[config.mk]
export PLATFORM = sky130hd
export DESIGN_NAME = wav_header_parser_sample_stream_top_flat
export DESIGN_NICKNAME = d
export VERILOG_FILES = /design/src/hdl/wavhp_pkg.sv /design/src/hdl/wavhp_if.sv /design/src/hdl/wav_header_parser_sample_stream_top.sv /design/src/hdl/wavhp_core.sv /design/src/flat_wrapper.sv
export VERILOG_INCLUDE_DIRS = /design/src /design/src/hdl
export SDC_FILE = /design/constraint.sdc
export NUM_CORES = 1
export LEC_CHECK = 0
export BUFFER_PORTS_ARGS = -buffer_cell sky130_fd_sc_hd__buf_2
export CORE_UTILIZATION = 55
export CTS_CLUSTER_DIAMETER = 50
export DETAILED_ROUTE_END_ITERATION = 8
export PLACE_DENSITY = 0.72
export SETUP_SLACK_MARGIN = 0.05
export SLEW_MARGIN = 10
export SYNTH_ARGS = -nofsm -noshare
export SYNTH_HDL_FRONTEND = slang
export SYNTH_SLANG_ARGS = --single-unit
[constraint.sdc]
create_clock -name clk -period 11.7 [get_ports clk]
set_input_delay 1.17 -clock clk [delete_from_list [all_inputs] [get_ports clk]]
set_output_delay 1.17 -clock clk [all_outputs]
set_load 0.05 [all_outputs]
[src/hdl/wav_header_parser_sample_stream_top_assert.svh]
// Assertion macros used by the top module of the WAV header parser.
`ifndef WAV_HEADER_PARSER_SAMPLE_STREAM_TOP_ASSERT_SVH
`define WAV_HEADER_PARSER_SAMPLE_STREAM_TOP_ASSERT_SVH

// The consequent must hold in the same cycle as the antecedent.
`define WAVHP_ASSERT_NOW(label, clk, rst_n, ante, cons) \
  label: assert property (@(posedge clk) disable iff (!rst_n) (ante) |-> (cons)) \
    else $error("wavhp: same-cycle check failed");

// The consequent must hold in the cycle after the antecedent.
`define WAVHP_ASSERT_NEXT(label, clk, rst_n, ante, cons) \
  label: assert property (@(posedge clk) disable iff (!rst_n) (ante) |=> (cons)) \
    else $error("wavhp: next-cycle check failed");

`endif

[src/hdl/wavhp_pkg.sv]
package wavhp_pkg;

  localparam int unsigned BYTE_W = 8;
  localparam int unsigned SAMPLE_W = 16;
  localparam int unsigned CODE_W = 4;
  localparam int unsigned RATE_W = 32;

  localparam logic [RATE_W-1:0] RATE_RESET = 32'd44100;

  localparam logic [31:0] ID_RIFF = 32'h4646_4952;
  localparam logic [31:0] ID_WAVE = 32'h4556_4157;
  localparam logic [31:0] ID_FMT  = 32'h2074_6D66;
  localparam logic [31:0] ID_DATA = 32'h6174_6164;

  localparam logic [15:0] FMT_PCM = 16'd1;
  localparam logic [15:0] FMT_MONO = 16'd1;
  localparam logic [15:0] FMT_BITS = 16'd16;
  localparam logic [31:0] FMT_BODY_LEN = 32'd16;

  localparam logic KIND_SAMPLE = 1'b0;
  localparam logic KIND_ERROR  = 1'b1;

  localparam logic [CODE_W-1:0] ERR_NOT_RIFF     = 4'd0;
  localparam logic [CODE_W-1:0] ERR_NOT_WAVE     = 4'd1;
  localparam logic [CODE_W-1:0] ERR_FMT_SIZE     = 4'd2;
  localparam logic [CODE_W-1:0] ERR_NOT_PCM      = 4'd3;
  localparam logic [CODE_W-1:0] ERR_NOT_MONO     = 4'd4;
  localparam logic [CODE_W-1:0] ERR_RATE         = 4'd5;
  localparam logic [CODE_W-1:0] ERR_BITS         = 4'd6;
  localparam logic [CODE_W-1:0] ERR_FMT_MISSING  = 4'd7;
  localparam logic [CODE_W-1:0] ERR_DATA_MISSING = 4'd8;
  localparam logic [CODE_W-1:0] ERR_HEADER_SHORT = 4'd9;
  localparam logic [CODE_W-1:0] ERR_FMT_SHORT    = 4'd10;
  localparam logic [CODE_W-1:0] ERR_NONE         = 4'd0;

  typedef struct packed {
    logic [BYTE_W-1:0] data_byte;
    logic              last_byte;
  } in_word_t;

  typedef struct packed {
    logic                       result_kind;
    logic signed [SAMPLE_W-1:0] sample_value;
    logic [CODE_W-1:0]          error_code;
  } res_word_t;

endpackage

[src/hdl/wavhp_if.sv]
interface wavhp_in_if;
  import wavhp_pkg::*;
  logic              valid;
  logic              ready;
  logic [BYTE_W-1:0] data_byte;
  logic              last_byte;
  modport source (output valid, output data_byte, output last_byte, input ready);
  modport sink (input valid, input data_byte, input last_byte, output ready);
endinterface

interface wavhp_out_if;
  import wavhp_pkg::*;
  logic                       valid;
  logic                       ready;
  logic                       result_kind;
  logic signed [SAMPLE_W-1:0] sample_value;
  logic [CODE_W-1:0]          error_code;
  modport source (output valid, output result_kind, output sample_value,
                  output error_code, input ready);
  modport sink (input valid, input result_kind, input sample_value,
                input error_code, output ready);
endinterface

interface wavhp_cfg_if;
  import wavhp_pkg::*;
  logic              valid;
  logic              ready;
  logic [RATE_W-1:0] required_sample_rate;
  modport source (output valid, output required_sample_rate, input ready);
  modport sink (input valid, input required_sample_rate, output ready);
endinterface

[src/hdl/wav_header_parser_sample_stream_top.sv]
// Channel | Direction | Word
// in_ch   | sink      | data_byte[7:0], last_byte
// out_ch  | source    | result_kind, sample_value[15:0] signed, error_code[3:0]
// cfg_ch  | sink      | required_sample_rate[31:0], always ready
//
// One byte is taken per clock while in_ch.ready is high; not every byte yields a result.
// The byte passes an input register, the combinational parse logic and a result register.
// Reset is synchronous and active low; the rate register returns to 44100.
// A stalled result holds the result register and then the input register, so in_ch.ready
// falls only when both are full and out_ch.ready is low.
module wav_header_parser_sample_stream_top (
  input  logic   clk,
  input  logic   rst_n,
  wavhp_in_if.sink    in_ch,
  wavhp_out_if.source out_ch,
  wavhp_cfg_if.sink   cfg_ch
);
  import wavhp_pkg::*;

  `include "wav_header_parser_sample_stream_top_assert.svh"

  logic              stage_valid_r;
  in_word_t          stage_word_r;
  logic              out_valid_r;
  res_word_t         out_word_r;
  logic [RATE_W-1:0] rate_r;
  logic              stage_fire;
  logic              in_fire;
  logic              res_valid;
  res_word_t         res_word;

  assign stage_fire = stage_valid_r && (!out_valid_r || out_ch.ready);
  assign in_ch.ready = !stage_valid_r || stage_fire;
  assign in_fire = in_ch.valid && in_ch.ready;
  assign cfg_ch.ready = 1'b1;

  always_ff @(posedge clk) begin
    if (!rst_n) begin
      rate_r <= RATE_RESET;
    end else if (cfg_ch.valid) begin
      rate_r <= cfg_ch.required_sample_rate;
    end
  end

  always_ff @(posedge clk) begin
    if (!rst_n) begin
      stage_valid_r <= 1'b0;
    end else if (in_fire) begin
      stage_valid_r <= 1'b1;
    end else if (stage_fire) begin
      stage_valid_r <= 1'b0;
    end
  end

  always_ff @(posedge clk) begin
    if (in_fire) begin
      stage_word_r.data_byte <= in_ch.data_byte;
      stage_word_r.last_byte <= in_ch.last_byte;
    end
  end

  wavhp_core u_core (
    .clk       (clk),
    .rst_n     (rst_n),
    .step_fire (stage_fire),
    .step_word (stage_word_r),
    .rate      (rate_r),
    .res_valid (res_valid),
    .res_word  (res_word)
  );

  always_ff @(posedge clk) begin
    if (!rst_n) begin
      out_valid_r <= 1'b0;
    end else if (stage_fire) begin
      out_valid_r <= res_valid;
    end else if (out_ch.ready) begin
      out_valid_r <= 1'b0;
    end
  end

  always_ff @(posedge clk) begin
    if (stage_fire && res_valid) begin
      out_word_r <= res_word;
    end
  end

  assign out_ch.valid = out_valid_r;
  assign out_ch.result_kind = out_word_r.result_kind;
  assign out_ch.sample_value = out_word_r.sample_value;
  assign out_ch.error_code = out_word_r.error_code;

  `WAVHP_ASSERT_NOW(a_ready_when_empty, clk, rst_n, !stage_valid_r, in_ch.ready)
  `WAVHP_ASSERT_NEXT(a_accept_fills_stage, clk, rst_n, in_fire, stage_valid_r)
  `WAVHP_ASSERT_NOW(a_result_from_step, clk, rst_n, $rose(out_valid_r), $past(stage_fire))

endmodule

[src/hdl/wavhp_core.sv]
module wavhp_core (
  input  logic                            clk,
  input  logic                            rst_n,
  input  logic                            step_fire,
  input  wavhp_pkg::in_word_t             step_word,
  input  logic [wavhp_pkg::RATE_W-1:0]    rate,
  output logic                            res_valid,
  output wavhp_pkg::res_word_t            res_word
);
  import wavhp_pkg::*;

  localparam logic [2:0] PH_HDR     = 3'd0;
  localparam logic [2:0] PH_HDR_BAD = 3'd1;
  localparam logic [2:0] PH_CHUNK   = 3'd2;
  localparam logic [2:0] PH_FMT     = 3'd3;
  localparam logic [2:0] PH_SKIP    = 3'd4;
  localparam logic [2:0] PH_DATA    = 3'd5;
  localparam logic [2:0] PH_DONE    = 3'd6;

  logic [2:0]        phase_r, phase_nxt;
  logic [4:0]        pos_r, pos_nxt;
  logic [31:0]       id_r, id_nxt;
  logic [31:0]       len_r, len_nxt;
  logic [15:0]       fcode_r, fcode_nxt;
  logic [15:0]       chans_r, chans_nxt;
  logic [31:0]       drate_r, drate_nxt;
  logic [15:0]       bits_r, bits_nxt;
  logic [31:0]       skip_r, skip_nxt;
  logic [31:0]       dleft_r, dleft_nxt;
  logic              fmt_seen_r, fmt_seen_nxt;
  logic [BYTE_W-1:0] low_r, low_nxt;
  logic              failed_r, failed_nxt;

  logic              err_valid;
  logic [CODE_W-1:0] err_code;
  logic              smp_valid;
  logic [BYTE_W-1:0] b;

  always_comb begin
    b = step_word.data_byte;
    phase_nxt = phase_r;
    pos_nxt = pos_r;
    id_nxt = id_r;
    len_nxt = len_r;
    fcode_nxt = fcode_r;
    chans_nxt = chans_r;
    drate_nxt = drate_r;
    bits_nxt = bits_r;
    skip_nxt = skip_r;
    dleft_nxt = dleft_r;
    fmt_seen_nxt = fmt_seen_r;
    low_nxt = low_r;
    failed_nxt = failed_r;
    err_valid = 1'b0;
    err_code = ERR_NONE;
    smp_valid = 1'b0;

    if (!failed_r) begin
      unique case (phase_r)
        PH_HDR, PH_HDR_BAD: begin
          id_nxt = {b, id_r[31:8]};
          if (pos_r == 5'd3 && id_nxt != ID_RIFF) begin
            phase_nxt = PH_HDR_BAD;
          end
          if (pos_r == 5'd11) begin
            if (phase_nxt == PH_HDR_BAD) begin
              err_valid = 1'b1;
              err_code = ERR_NOT_RIFF;
            end else if (id_nxt != ID_WAVE) begin
              err_valid = 1'b1;
              err_code = ERR_NOT_WAVE;
            end else begin
              phase_nxt = PH_CHUNK;
              pos_nxt = 5'd0;
            end
          end else begin
            pos_nxt = pos_r + 5'd1;
          end
        end
        PH_CHUNK: begin
          if (pos_r < 5'd4) begin
            id_nxt = {b, id_r[31:8]};
          end else begin
            len_nxt = {b, len_r[31:8]};
          end
          pos_nxt = pos_r + 5'd1;
          if (pos_nxt == 5'd8) begin
            pos_nxt = 5'd0;
            if (id_nxt == ID_FMT) begin
              fmt_seen_nxt = 1'b1;
              if (len_nxt < FMT_BODY_LEN) begin
                err_valid = 1'b1;
                err_code = ERR_FMT_SIZE;
              end else begin
                phase_nxt = PH_FMT;
              end
            end else if (id_nxt == ID_DATA) begin
              if (!fmt_seen_r) begin
                err_valid = 1'b1;
                err_code = ERR_FMT_MISSING;
              end else begin
                dleft_nxt = len_nxt;
                phase_nxt = (len_nxt < 32'd2) ? PH_DONE : PH_DATA;
              end
            end else begin
              skip_nxt = len_nxt;
              if (len_nxt != 32'd0) begin
                phase_nxt = PH_SKIP;
              end
            end
          end
        end
        PH_FMT: begin
          if (pos_r < 5'd2) begin
            fcode_nxt = {b, fcode_r[15:8]};
          end else if (pos_r < 5'd4) begin
            chans_nxt = {b, chans_r[15:8]};
          end else if (pos_r < 5'd8) begin
            drate_nxt = {b, drate_r[31:8]};
          end else if (pos_r >= 5'd14) begin
            bits_nxt = {b, bits_r[15:8]};
          end
          if (pos_r == 5'd15) begin
            pos_nxt = 5'd0;
            if (fcode_nxt != FMT_PCM) begin
              err_valid = 1'b1;
              err_code = ERR_NOT_PCM;
            end else if (chans_nxt != FMT_MONO) begin
              err_valid = 1'b1;
              err_code = ERR_NOT_MONO;
            end else if (drate_nxt != rate) begin
              err_valid = 1'b1;
              err_code = ERR_RATE;
            end else if (bits_nxt != FMT_BITS) begin
              err_valid = 1'b1;
              err_code = ERR_BITS;
            end else begin
              skip_nxt = len_r - FMT_BODY_LEN;
              phase_nxt = (skip_nxt != 32'd0) ? PH_SKIP : PH_CHUNK;
            end
          end else begin
            pos_nxt = pos_r + 5'd1;
          end
        end
        PH_SKIP: begin
          skip_nxt = skip_r - 32'd1;
          if (skip_nxt == 32'd0) begin
            phase_nxt = PH_CHUNK;
            pos_nxt = 5'd0;
          end
        end
        PH_DATA: begin
          if (pos_r == 5'd0) begin
            low_nxt = b;
            pos_nxt = 5'd1;
          end else begin
            smp_valid = 1'b1;
            pos_nxt = 5'd0;
            dleft_nxt = dleft_r - 32'd2;
            if (dleft_nxt < 32'd2) begin
              phase_nxt = PH_DONE;
            end
          end
        end
        default: begin
        end
      endcase

      if (!err_valid && step_word.last_byte) begin
        unique case (phase_nxt)
          PH_HDR, PH_HDR_BAD: begin
            err_valid = 1'b1;
            err_code = ERR_HEADER_SHORT;
          end
          PH_FMT: begin
            err_valid = 1'b1;
            err_code = ERR_FMT_SHORT;
          end
          PH_CHUNK, PH_SKIP: begin
            err_valid = 1'b1;
            err_code = fmt_seen_nxt ? ERR_DATA_MISSING : ERR_FMT_MISSING;
          end
          default: begin
          end
        endcase
      end
    end

    if (err_valid) begin
      failed_nxt = 1'b1;
    end

    if (step_word.last_byte) begin
      phase_nxt = PH_HDR;
      pos_nxt = 5'd0;
      id_nxt = 32'd0;
      len_nxt = 32'd0;
      fcode_nxt = 16'd0;
      chans_nxt = 16'd0;
      drate_nxt = 32'd0;
      bits_nxt = 16'd0;
      skip_nxt = 32'd0;
      dleft_nxt = 32'd0;
      fmt_seen_nxt = 1'b0;
      low_nxt = '0;
      failed_nxt = 1'b0;
    end
  end

  always_comb begin
    res_valid = err_valid || smp_valid;
    if (err_valid) begin
      res_word.result_kind = KIND_ERROR;
      res_word.sample_value = '0;
      res_word.error_code = err_code;
    end else begin
      res_word.result_kind = KIND_SAMPLE;
      res_word.sample_value = {b, low_r};
      res_word.error_code = ERR_NONE;
    end
  end

  always_ff @(posedge clk) begin
    if (!rst_n) begin
      phase_r <= PH_HDR;
      pos_r <= 5'd0;
      id_r <= 32'd0;
      len_r <= 32'd0;
      fcode_r <= 16'd0;
      chans_r <= 16'd0;
      drate_r <= 32'd0;
      bits_r <= 16'd0;
      skip_r <= 32'd0;
      dleft_r <= 32'd0;
      fmt_seen_r <= 1'b0;
      low_r <= '0;
      failed_r <= 1'b0;
    end else if (step_fire) begin
      phase_r <= phase_nxt;
      pos_r <= pos_nxt;
      id_r <= id_nxt;
      len_r <= len_nxt;
      fcode_r <= fcode_nxt;
      chans_r <= chans_nxt;
      drate_r <= drate_nxt;
      bits_r <= bits_nxt;
      skip_r <= skip_nxt;
      dleft_r <= dleft_nxt;
      fmt_seen_r <= fmt_seen_nxt;
      low_r <= low_nxt;
      failed_r <= failed_nxt;
    end
  end

endmodule
[src/flat_wrapper.sv]
// flat-port wrapper written by rule: the top's interface ports become plain ports
module wav_header_parser_sample_stream_top_flat import wavhp_pkg::*;
  (clk, rst_n, in_ch_valid, in_ch_data_byte, in_ch_last_byte, in_ch_ready, out_ch_valid, out_ch_result_kind, out_ch_sample_value, out_ch_error_code, out_ch_ready, cfg_ch_valid, cfg_ch_required_sample_rate, cfg_ch_ready);
  wavhp_in_if in_ch_i ();
  wavhp_out_if out_ch_i ();
  wavhp_cfg_if cfg_ch_i ();
  input  logic clk;
  input  logic rst_n;
  input wire logic [$bits(in_ch_i.valid)-1:0] in_ch_valid;
  input wire logic [$bits(in_ch_i.data_byte)-1:0] in_ch_data_byte;
  input wire logic [$bits(in_ch_i.last_byte)-1:0] in_ch_last_byte;
  output wire logic [$bits(in_ch_i.ready)-1:0] in_ch_ready;
  output wire logic [$bits(out_ch_i.valid)-1:0] out_ch_valid;
  output wire logic [$bits(out_ch_i.result_kind)-1:0] out_ch_result_kind;
  output wire logic [$bits(out_ch_i.sample_value)-1:0] out_ch_sample_value;
  output wire logic [$bits(out_ch_i.error_code)-1:0] out_ch_error_code;
  input wire logic [$bits(out_ch_i.ready)-1:0] out_ch_ready;
  input wire logic [$bits(cfg_ch_i.valid)-1:0] cfg_ch_valid;
  input wire logic [$bits(cfg_ch_i.required_sample_rate)-1:0] cfg_ch_required_sample_rate;
  output wire logic [$bits(cfg_ch_i.ready)-1:0] cfg_ch_ready;
  assign in_ch_i.valid = in_ch_valid;
  assign in_ch_i.data_byte = in_ch_data_byte;
  assign in_ch_i.last_byte = in_ch_last_byte;
  assign in_ch_ready = in_ch_i.ready;
  assign out_ch_valid = out_ch_i.valid;
  assign out_ch_result_kind = out_ch_i.result_kind;
  assign out_ch_sample_value = out_ch_i.sample_value;
  assign out_ch_error_code = out_ch_i.error_code;
  assign out_ch_i.ready = out_ch_ready;
  assign cfg_ch_i.valid = cfg_ch_valid;
  assign cfg_ch_i.required_sample_rate = cfg_ch_required_sample_rate;
  assign cfg_ch_ready = cfg_ch_i.ready;
  wav_header_parser_sample_stream_top u_core (.clk(clk), .rst_n(rst_n), .in_ch(in_ch_i), .out_ch(out_ch_i), .cfg_ch(cfg_ch_i));
endmodule
==> Yosys cells after proc, flatten, opt, wreduce, memory -nomap -nowiden <==
Index checks and enable logic that the tools add are counted.
{ "op_classes": {"addsub": 4, "n_mul": 0, "n_div": 0, "n_lt_le_gt_ge": 7, "n_eq_ne": 37, "shift": 0, "mux": 153, "n_bitwise": 1, "n_reduce_logical": 42} }
{ "op_table": {"columns": ["op", "count"], "rows": [
  ["$mux 32", 36],
  ["$mux 16", 22],
  ["$pmux 32 s2", 2],
  ["$pmux 32 s3", 1],
  ["$mux 3", 31],
  ["$lt 32x2->1 const B", 2],
  ["$ne 32x31->1 const B", 2],
  ["$reduce_bool 32->1", 2],
  ["$mux 5", 8],
  ["$mux 1", 36],
  ["$ne 3x2->1 const B", 12],
  ["$eq 32x30->1 const B", 1],
  ["$eq 32x31->1 const B", 1],
  ["$logic_not 32->1", 1],
  ["$lt 32x5->1 const B", 1],
  ["$mux 8", 4],
  ["$ne 16x1->1 const B", 2],
  ["$ne 32x32->1", 1],
  ["$sub 32x1->32 const B", 1],
  ["$sub 32x2->32 const B", 1],
  ["$sub 32x5->32 const B", 1],
  ["$pmux 5 s5", 1],
  ["$pmux 4 s3", 2],
  ["$mux 21", 1],
  ["35 further kinds", 72]
]} }
{ "word_totals": {"register_bits": 290, "latchBits": 0, "mem_bits_rw": 0, "romBits": 0, "input_bits": 46, "output_inout_bits": 24, "elab_cells": 265, "memories": 0} }

==> Logic depth before layout (Yosys ltp) <==
Gate-level depths: netlist of run 1.
{ "depth": {"word_depth": 22, "depth_mapped": 16, "depth_no_buf": 14} }

==> By module <==
From an unflattened synthesis of run 1, not the netlist that was laid out.
{ "unflattened": {"cells_unflattened": 2059, "area_unflattened_um2": 16947.5} }
{ "by_module_without_submodules": {"columns": ["module", "instances", "cells_per_inst", "area_each_um2", "seq_area_each_um2"], "rows": [
  ["wavhp_core", 1, 1911, 14707.9, 4504.3],
  ["wav_header_parser_sample_stream_top", 1, 148, 2239.6, 1581.5]
]} }

==> Least setup slack after synthesis of run 1 <==
No wires, ideal clock.
{ "synth_path": {"path_kind": "reg2reg", "startpoint": "register u_core.u_core.dleft_r[5]", "endpoint": "register u_core.out_word_r (netlist bit u_core.out_ch.error_code[0]), enable pin", "setup_ns": 0.405, "arrival_time_ns": 4.232, "required_ns": 11.295, "path_slack_ns": 7.063, "path_stages_with_launch": 16, "n_path_buf": 4, "period_less_slack_ns": 4.637, "path_cell_list": "dfxtp_1 > buf_6 > or4_1 > buf_2 > or4_4 > buf_6 > nor3_4 > xor2_1 > nor2_1 > and4_1 > a2111oi_0 > and3_1 > buf_6 > and3_4 > nor2_1 > a21boi_1"} }
{ "synth_via": {"elab_chain_len": 13, "elab_cells_between_ends": 17, "classes_between": "add/sub (1); order compare (1); eq/ne (4); mux (7); reduce/logical (4)"} }
{ "synth_lines": {"columns": ["element", "line_no", "source"], "rows": [
  ["start: declaration", "wavhp_core.sv:29", "logic [31:0] dleft_r, dleft_nxt;"],
  ["start signal: assignment", "wavhp_core.sv:248", "dleft_r <= dleft_nxt;"],
  ["$sub 32x2->32 *", "wavhp_core.sv:159", "dleft_nxt = dleft_r - 32'd2;"],
  ["$lt 32x2->1 *", "wavhp_core.sv:160", "if (dleft_nxt < 32'd2) begin"],
  ["$mux 3 *", "wavhp_core.sv:160", null],
  ["$mux 3 *", "wavhp_core.sv:153", "if (pos_r == 5'd0) begin"],
  ["$pmux 3 s5 *", "wavhp_core.sv:59", "unique case (phase_r)"],
  ["$mux 3 *", "wavhp_core.sv:58", "if (!failed_r) begin"],
  ["$eq 3x2->1 (tied with other cells)", "wavhp_core.sv:170", "unique case (phase_nxt)"],
  ["$reduce_or 5->1 (no source line) *", null, null],
  ["$mux 1 *", "wavhp_core.sv:170", null],
  ["$mux 1 *", "wavhp_core.sv:169", "if (!err_valid && step_word.last_byte) begin"],
  ["$mux 1 *", "wavhp_core.sv:58", null],
  ["$logic_or 1x1->1 *", "wavhp_core.sv:211", "res_valid = err_valid || smp_valid;"],
  ["$logic_and 1x1->1 *", "wav_header_parser_sample_stream_top.sv:83", "if (stage_fire && res_valid) begin"],
  ["end signal: assignment", "wav_header_parser_sample_stream_top.sv:84", "out_word_r <= res_word;"],
  ["end: declaration", "wav_header_parser_sample_stream_top.sv:25", "res_word_t out_word_r;"]
]} }
Mark *: on every way between the ends. The rest lies on a longest branch, timed or not. The select of a mux whose other input is x is not followed.
A chain may end at the register's enable or synchronous reset.

==> Final worst setup path of run 1 <==
{ "layout_path": {"startpoint": "register u_core.u_core.pos_r[2]", "endpoint": "register u_core.out_word_r (netlist bit u_core.out_ch.error_code[2]), enable pin"} }
{ "layout_via": {"elab_chain_len": 22, "elab_cells_between_ends": 95, "classes_between": "add/sub (1); order compare (6); eq/ne (15); mux (64); reduce/logical (9)"} }
{ "layout_lines": {"columns": ["element", "line_no", "source"], "rows": [
  ["start: declaration", "wavhp_core.sv:21", "logic [4:0] pos_r, pos_nxt;"],
  ["start signal: assignment", "wavhp_core.sv:240", "pos_r <= pos_nxt;"],
  ["parallel branches: the longest is 20 deep, another holds $lt 32x2->1", null, null],
  ["$logic_or 1x1->1 *", "wavhp_core.sv:211", null],
  ["$logic_and 1x1->1 *", "wav_header_parser_sample_stream_top.sv:83", null]
]} }
Mark *: on every way between the ends. The select of a mux whose other input is x is not followed.

==> flow_metrics.tcl, run 1 <==
set metrics [dict create \
    status "complete, but fails checks" \
    violations "design-rule violations" \
    grt_antenna_before_repair 0 \
    post_synth.cell_area_avg_sq_um 8.12 \
    num_antenna_cells 0 \
    timing_worst_setup_path_type "flip-flop to flip-flop" \
    dp.final_hpwl_microns 34700 \
    final_hold_viol_count 0 \
    setup_repair_after_global_routing_missed_its_margin "false" \
    die_h_microns 178 \
    postSynthCellCount 2099 \
    ctsHoldBuffers 0 \
    synth_seq_area_share_pct 35.7 \
    timing.critical_path.from_type "flip-flop" \
    least_margin_pin_slew_ns 1.16 \
    yosys_register_bits 289 \
    cts_tree "done" \
    yosys_warnings 0 \
    ys_async_sr_fraction_pct 0 \
    hp-class "flip-flop to flip-flop" \
    final.setup_skew_ns 0.0172 \
    grt_start_max_net_pins 140 \
    post-place-cells 2417 \
    avgRoutedWirePerCell_microns 20.7 \
    final_layout_size_suffix_gt1_share_pct 9.83 \
    final_cell_count_no_fill 2491 \
    detail_route.wirelength_microns 51700 \
    worst-endpoint-required_ns 11.85 \
    synth_largest_area_cell "sky130_fd_sc_hd__dfxtp_1" \
    die_width_microns 178 \
    detail-route-antenna-nets 0 \
    cts-root-to-sink-buffers 3 \
    worst_vdd_drop_v 0.000115 \
    cts.htree.levels 2 \
    cts.sinks 289 \
    timing.max_cap.violations 0 \
    areaGrowthSynthToFinish_pct 10.1 \
    globalRouteOverflowTotal 0 \
    power_per_unit_of_standard_cell_area_nw_per_um2 127 \
    setup-violations-final 0 \
    vias_per_cell 6.51 \
    drt-pass1-iter-count 8 \
    synth.area.top_cells "sky130_fd_sc_hd__dfxtp_1 (30%), sky130_fd_sc_hd__nor2b_1 (7.7%), sky130_fd_sc_hd__a22oi_1 (6.1%)" \
    clock_latency_reported_for_the_late_side_of_the_worst_skew_pair_ns 0.54 \
    first_global_vias 14400 \
    ios 70 \
    post_synth_top_area_share_pct 30.4 \
    final_weighted_congestion_of_routability_driven_global_placement 0.970 \
    worst_setup_hold_path_clk_slew_ns 0.06 \
    cts_root_buffer "sky130_fd_sc_hd__clkbuf_16" \
    number_of_vias_in_the_routed_layout 16200 \
    grt_pass1_wl_microns 80900 \
    cts-resized-gates 0 \
    timing.max_slew.rel_slack_pct 22.2 \
    number_of_nets_in_the_layout 2118 \
    gr-usage-all-layers_pct 32.1 \
    timing.critical_path.arrival_ns 5.59 \
    fp.dieArea_sq_um 31700 \
    floorplan.initialDensity_pct 55.9 \
    postSynth.topFlopCell "sky130_fd_sc_hd__dfxtp_1" \
    yosys.cell_types.count 92 \
    fin_crit_sh_pct 46.4 \
    row_count 64 \
    setup_tns_final_ns 0 \
    slew_violations 0 \
    critical_path_peak_fanout 21 \
    synth-edff-count 30 \
    post_synth_instance_area_sq_um 17000 \
    fmaxAchievable_ghz 0.184 \
    drc_errors 1 \
    cts_post_setup_buffers_inserted 0 \
    detailedRoute.firstIterationViolations 2146 \
    cellLeakagePower_uw 0.00670 \
    num_cts_buffers 40 \
    fillCellCount 2686 \
    end_kind "flip-flop" \
    numPortBuffers 68 \
    floorplan_core_area_sq_um 30500 \
    finalWorstPathRequiredPeriod_ns 5.43 \
    synth_nets 2154 \
]
logic make-up (layout without fill, tap and decap cells):
family,Yosys count,after routing,share of synthesized area (%)
AOI/OAI and AO/OA,500,500,20.4
xor gates and xnor gates,82,82,4.21
adders and majority gates,11,11,0.778
buffers and inverters,219,215,5.12
DFF,289,289,35.7
muxes,62,62,3.67
other,1,1,0.0220
and+or+nand+nor,935,935,30.1
worst max-delay path: stages, from the launching register on:
cell	delay, ns
sky130_fd_sc_hd__dfxtp_1	0.60
sky130_fd_sc_hd__nor3b_2	0.98
sky130_fd_sc_hd__nand3_1	0.19
sky130_fd_sc_hd__a2111oi_0	0.55
sky130_fd_sc_hd__nand4_1	0.35
sky130_fd_sc_hd__o31a_1	0.43
sky130_fd_sc_hd__a2111oi_0	0.37
sky130_fd_sc_hd__and3_1	0.41
sky130_fd_sc_hd__and3_4	0.25
sky130_fd_sc_hd__nor2_1	0.07
sky130_fd_sc_hd__a21boi_2	0.82
layout make-up:
type / instances / area (sq um) / area share [%]
clock inverters: 30 / 270 / 1.44
inverters: 47 / 176 / 0.940
repair buffers: 94 / 542 / 2.89
well taps: 396 / 495 / 2.64
flip-flops and latches: 289 / 6090 / 32.4
multi-input cells: 1591 / 10100 / 54.0
clock buffers: 44 / 1060 / 5.64
cells in the mapped netlist, types with 50 or more instances:
library cell,instances
sky130_fd_sc_hd__nor4_1,50
sky130_fd_sc_hd__nor3_1,84
sky130_fd_sc_hd__dfxtp_1,259
sky130_fd_sc_hd__nor2b_1,209
sky130_fd_sc_hd__o21ai_0,70
sky130_fd_sc_hd__mux2i_1,58
sky130_fd_sc_hd__a22oi_1,138
sky130_fd_sc_hd__a21oi_1,85
sky130_fd_sc_hd__nor2_1,135
sky130_fd_sc_hd__nand2_1,183
sky130_fd_sc_hd__clkbuf_1,152
worst paths after layout:
check	from	end	slack (ns)	cells after the start
setup / recovery	u_core.u_core.pos_r[2]	u_core.out_ch.error_code[2]	6.27	10
hold / removal	u_core.u_core.low_r[0]	u_core.u_core.low_r[0]	0.46	2
setup reg to reg	u_core.u_core.pos_r[2]	u_core.out_ch.error_code[2]	6.27	10
hold reg to reg	u_core.u_core.low_r[0]	u_core.u_core.low_r[0]	0.46	2
power by group:
group | switching (uW) | internal [uW] | total, uW
combinational | 103 | 57.2 | 160
clock | 489 | 712 | 1200
sequential | 14.2 | 1010 | 1030
flip-flops by register name, indices dropped and copies added (netlist names), 3 cells and up:
signal	cells
u_core.u_core.drate_r	32
u_core.u_core.skip_r	32
u_core.stage_word_r	9
u_core.u_core.chans_r	16
u_core.rate_r	32
u_core.u_core.bits_r	16
u_core.u_core.fcode_r	16
u_core.out_ch.sample_value	16
u_core.u_core.dleft_r	31
u_core.u_core.id_r	32
u_core.u_core.phase_r	3
u_core.u_core.len_r	32
u_core.u_core.pos_r	5
u_core.out_ch.error_code	4
u_core.u_core.low_r	8
through the flow:
step	area (sq um)	total power (uW)	hold WS, ns	setup WS (ns)	util (%)
3_3_place_gp	17400	1210	0.447	6.71	57.1
4_1_cts	18800	2400	0.461	6.34	61.5
6_report	18800	2390	0.464	6.27	61.5
2_1_floorplan	17000	1160	0.436	7.06	-
5_1_grt	18800	2460	0.485	5.90	61.5
3_5_place_dp	17400	1210	0.455	6.35	57.1
metal layers:
metal	up-vias	track usage, %	share of wire (%)
met5	-	0	0
met4	0	10.5	2.6
met3	117	5.56	9.3
met2	851	47.2	43
met1	7654	47.1	45
li1	7587	-	-
cells in the final DEF, fill, tap and decap left out, types with 26 or more instances in the layout:
cell,Yosys,layout
sky130_fd_sc_hd__xor2_1,47,47
sky130_fd_sc_hd__o21ai_0,70,70
sky130_fd_sc_hd__inv_1,47,47
sky130_fd_sc_hd__edfxtp_1,30,30
sky130_fd_sc_hd__nor3_1,84,82
sky130_fd_sc_hd__nor2_1,135,132
sky130_fd_sc_hd__and2_1,44,44
sky130_fd_sc_hd__buf_4,1,26
sky130_fd_sc_hd__mux2i_1,58,58
sky130_fd_sc_hd__nand4_1,33,33
sky130_fd_sc_hd__nor2b_1,209,209
sky130_fd_sc_hd__clkbuf_16,0,42
sky130_fd_sc_hd__buf_2,7,67
sky130_fd_sc_hd__nand3_1,43,43
sky130_fd_sc_hd__a22oi_1,138,138
sky130_fd_sc_hd__a21oi_1,85,85
sky130_fd_sc_hd__dfxtp_1,259,259
sky130_fd_sc_hd__nor4_1,50,50
sky130_fd_sc_hd__xnor2_1,35,35
sky130_fd_sc_hd__nand2_1,183,183
Note: power is estimated with default switching activity, not from simulation.
==> run 2, diff against run 1 <==
--- a/config.mk
+++ b/config.mk
@@ -10,7 +10,7 @@
 export CORE_UTILIZATION = 55
 export CTS_CLUSTER_DIAMETER = 50
 export DETAILED_ROUTE_END_ITERATION = 8
-export PLACE_DENSITY = 0.72
+export PLACE_DENSITY = 0.75
 export SETUP_SLACK_MARGIN = 0.05
 export SLEW_MARGIN = 10
 export SYNTH_ARGS = -nofsm -noshare
==> constraint.sdc (replaced) <==
create_clock -name clk -period 4.8 [get_ports clk]
set_input_delay 0.48 -clock clk [delete_from_list [all_inputs] [get_ports clk]]
set_output_delay 0.48 -clock clk [all_outputs]
set_load 0.05 [all_outputs]
==> flow_metrics.tcl, run 2 (same netlist as run 1, synthesis figures left out) <==
set metrics [dict create \
    fp.dieArea_sq_um 31700 \
    cts.sinks 289 \
    slew_violations 0 \
    worst-r2r-setup-slack_ns 0.29 \
    fmaxAchievable_ghz 0.222 \
    final_hold_viol_count 0 \
    areaGrowthSynthToFinish_pct 11.8 \
    cts.htree.levels 2 \
    number_of_vias_in_the_routed_layout 16200 \
    hp-class "input pin to flip-flop" \
    cellLeakagePower_uw 0.00687 \
    detail_route.wirelength_microns 52800 \
    critPathSlowestCell "sky130_fd_sc_hd__edfxtp_1" \
    grt_start_max_net_pins 161 \
    timing.max_cap.violations 0 \
    critPathMaxStageDelay_ns 0.64 \
    detail-route-antenna-nets 0 \
    number_of_nets_in_the_layout 2151 \
    setup-violations-final 0 \
    setup_tns_final_ns 0 \
    final_layout_size_suffix_gt1_share_pct 11.3 \
    cts_tree "done" \
    finalWorstPathRequiredPeriod_ns 4.51 \
    globalRouteOverflowTotal 0 \
    cts-resized-gates 0 \
    timing_worst_setup_path_type "flip-flop to flip-flop" \
    avgRoutedWirePerCell_microns 21.0 \
    floorplan.initialDensity_pct 55.9 \
    first_global_vias 14800 \
    vias_per_cell 6.43 \
    power_per_unit_of_standard_cell_area_nw_per_um2 310 \
    layout.cells.most_common "sky130_fd_sc_hd__dfxtp_1" \
    die_width_microns 178 \
    worst-endpoint-required_ns 5.01 \
    die_h_microns 178 \
    cts_post_setup_buffers_inserted 0 \
    worst_setup_hold_path_clk_slew_ns 0.06 \
    fin_crit_sh_pct 94.0 \
    clock_latency_reported_for_the_late_side_of_the_worst_skew_pair_ns 0.53 \
    grt_pass1_wl_microns 83100 \
    worst_vdd_drop_v 0.000233 \
    final.setup_skew_ns 0.0136 \
    floorplan_core_area_sq_um 30500 \
    drc_errors 0 \
    dp.final_hpwl_microns 36300 \
    setup_repair_after_global_routing_missed_its_margin "false" \
    grt_antenna_before_repair 0 \
    path_common_cell "sky130_fd_sc_hd__a2111oi_0" \
    row_count 64 \
    critical_path_peak_fanout 21 \
    detailedRoute.firstIterationViolations 1804 \
    num_cts_buffers 38 \
    final_weighted_congestion_of_routability_driven_global_placement 0.945 \
    power.total_uw 5900 \
    timing.max_slew.rel_slack_pct 27.0 \
    numPortBuffers 68 \
    timing.critical_path.arrival_ns 4.73 \
    gr-usage-all-layers_pct 33.0 \
    num_antenna_cells 0 \
    least_margin_pin_slew_ns 1.09 \
    ios 70 \
    cts-root-to-sink-buffers 3 \
    status "completed" \
    drt-pass1-iter-count 6 \
    cp_num_buf_inv 1 \
    ctsHoldBuffers 0 \
    fillCellCount 2709 \
    commonest_cells_after_routing_fill_and_taps_aside "sky130_fd_sc_hd__dfxtp_1 (259), sky130_fd_sc_hd__nor2b_1 (209), sky130_fd_sc_hd__nand2_1 (183)" \
    timing.critical_path.from_type "flip-flop" \
    end_kind "flip-flop" \
    timing.critical_path.max_delay_family "simple AND/OR/NAND/NOR gates" \
    crit_path_cell_trace "xor2_1, nor4_1, nand3_1, a2111oi_0, nand4_1, o31a_1, a2111oi_0, and3_1, and3_4, nor2_1, a21boi_2, buf_4" \
    cts_root_buffer "sky130_fd_sc_hd__clkbuf_16" \
]
## run 2: stage by stage
| step | utilization, % | std cells | area, sq um | setup WS [ns] | hold slack, ns |
|---|---|---|---|---|---|
| 2_1_floorplan | - | 2099 | 17000 | 0.163 | 0.436 |
| 3_3_place_gp | 58.0 | 2452 | 17700 | 0.464 | 0.452 |
| 3_5_place_dp | 58.0 | 2452 | 17700 | 0.363 | 0.461 |
| 4_1_cts | 62.4 | 2520 | 19000 | 0.360 | 0.108 |
| 5_1_grt | 62.4 | 2520 | 19100 | 0.0560 | 0.110 |
| 6_report | 62.4 | 2520 | 19100 | 0.287 | 0.121 |
## run 2: final timing paths
path                          start                              to  cells past startpoint
max          u_core.stage_word_r[7]  u_core.out_ch.sample_value[10]                     12
min              in_ch_data_byte[2]          u_core.stage_word_r[3]                      1
max reg2reg  u_core.stage_word_r[7]  u_core.out_ch.sample_value[10]                     12
min reg2reg  u_core.u_core.low_r[4]          u_core.u_core.low_r[4]                      2
## run 2: cell type report
type | count | area, sq um | area share [%]
Timing Repair Buffer | 129 | 817 | 4.29
Tap cell | 396 | 495 | 2.60
Inverter | 47 | 176 | 0.926
Clock buffer | 42 | 987 | 5.18
Multi-Input combinational cell | 1591 | 10100 | 53.3
Clock inverter | 26 | 344 | 1.81
Sequential cell | 289 | 6090 | 31.9
## run 2: power by group
| part | internal (uW) | leakage, uW | switching [uW] |
|---|---|---|---|
| combinational | 148 | 0.00383 | 247 |
| sequential | 2470 | 0.00239 | 40.8 |
| clock | 1840 | 0.000649 | 1150 |
| total | 4460 | 0.00687 | 1440 |
## run 2: routing by layer
metal / track usage [%] / vias up / share of wire (%)
met2: 48.9 / 776 / 43
li1: - / 7642 / -
met3: 6.24 / 100 / 8.9
met5: 0 / - / 0
met4: 9.94 / 0 / 2.7
met1: 48.1 / 7695 / 45
## run 2: worst register-to-register path: cells and delay by family (launching register included)
kind                   cells  cell delay [ns]
AO/OA/AOI/OAI              4             1.50
AND/OR/NAND/NOR            6             1.51
buffers and inverters      1             0.28
flip-flops                 1             0.64
XOR/XNOR                   1             0.24
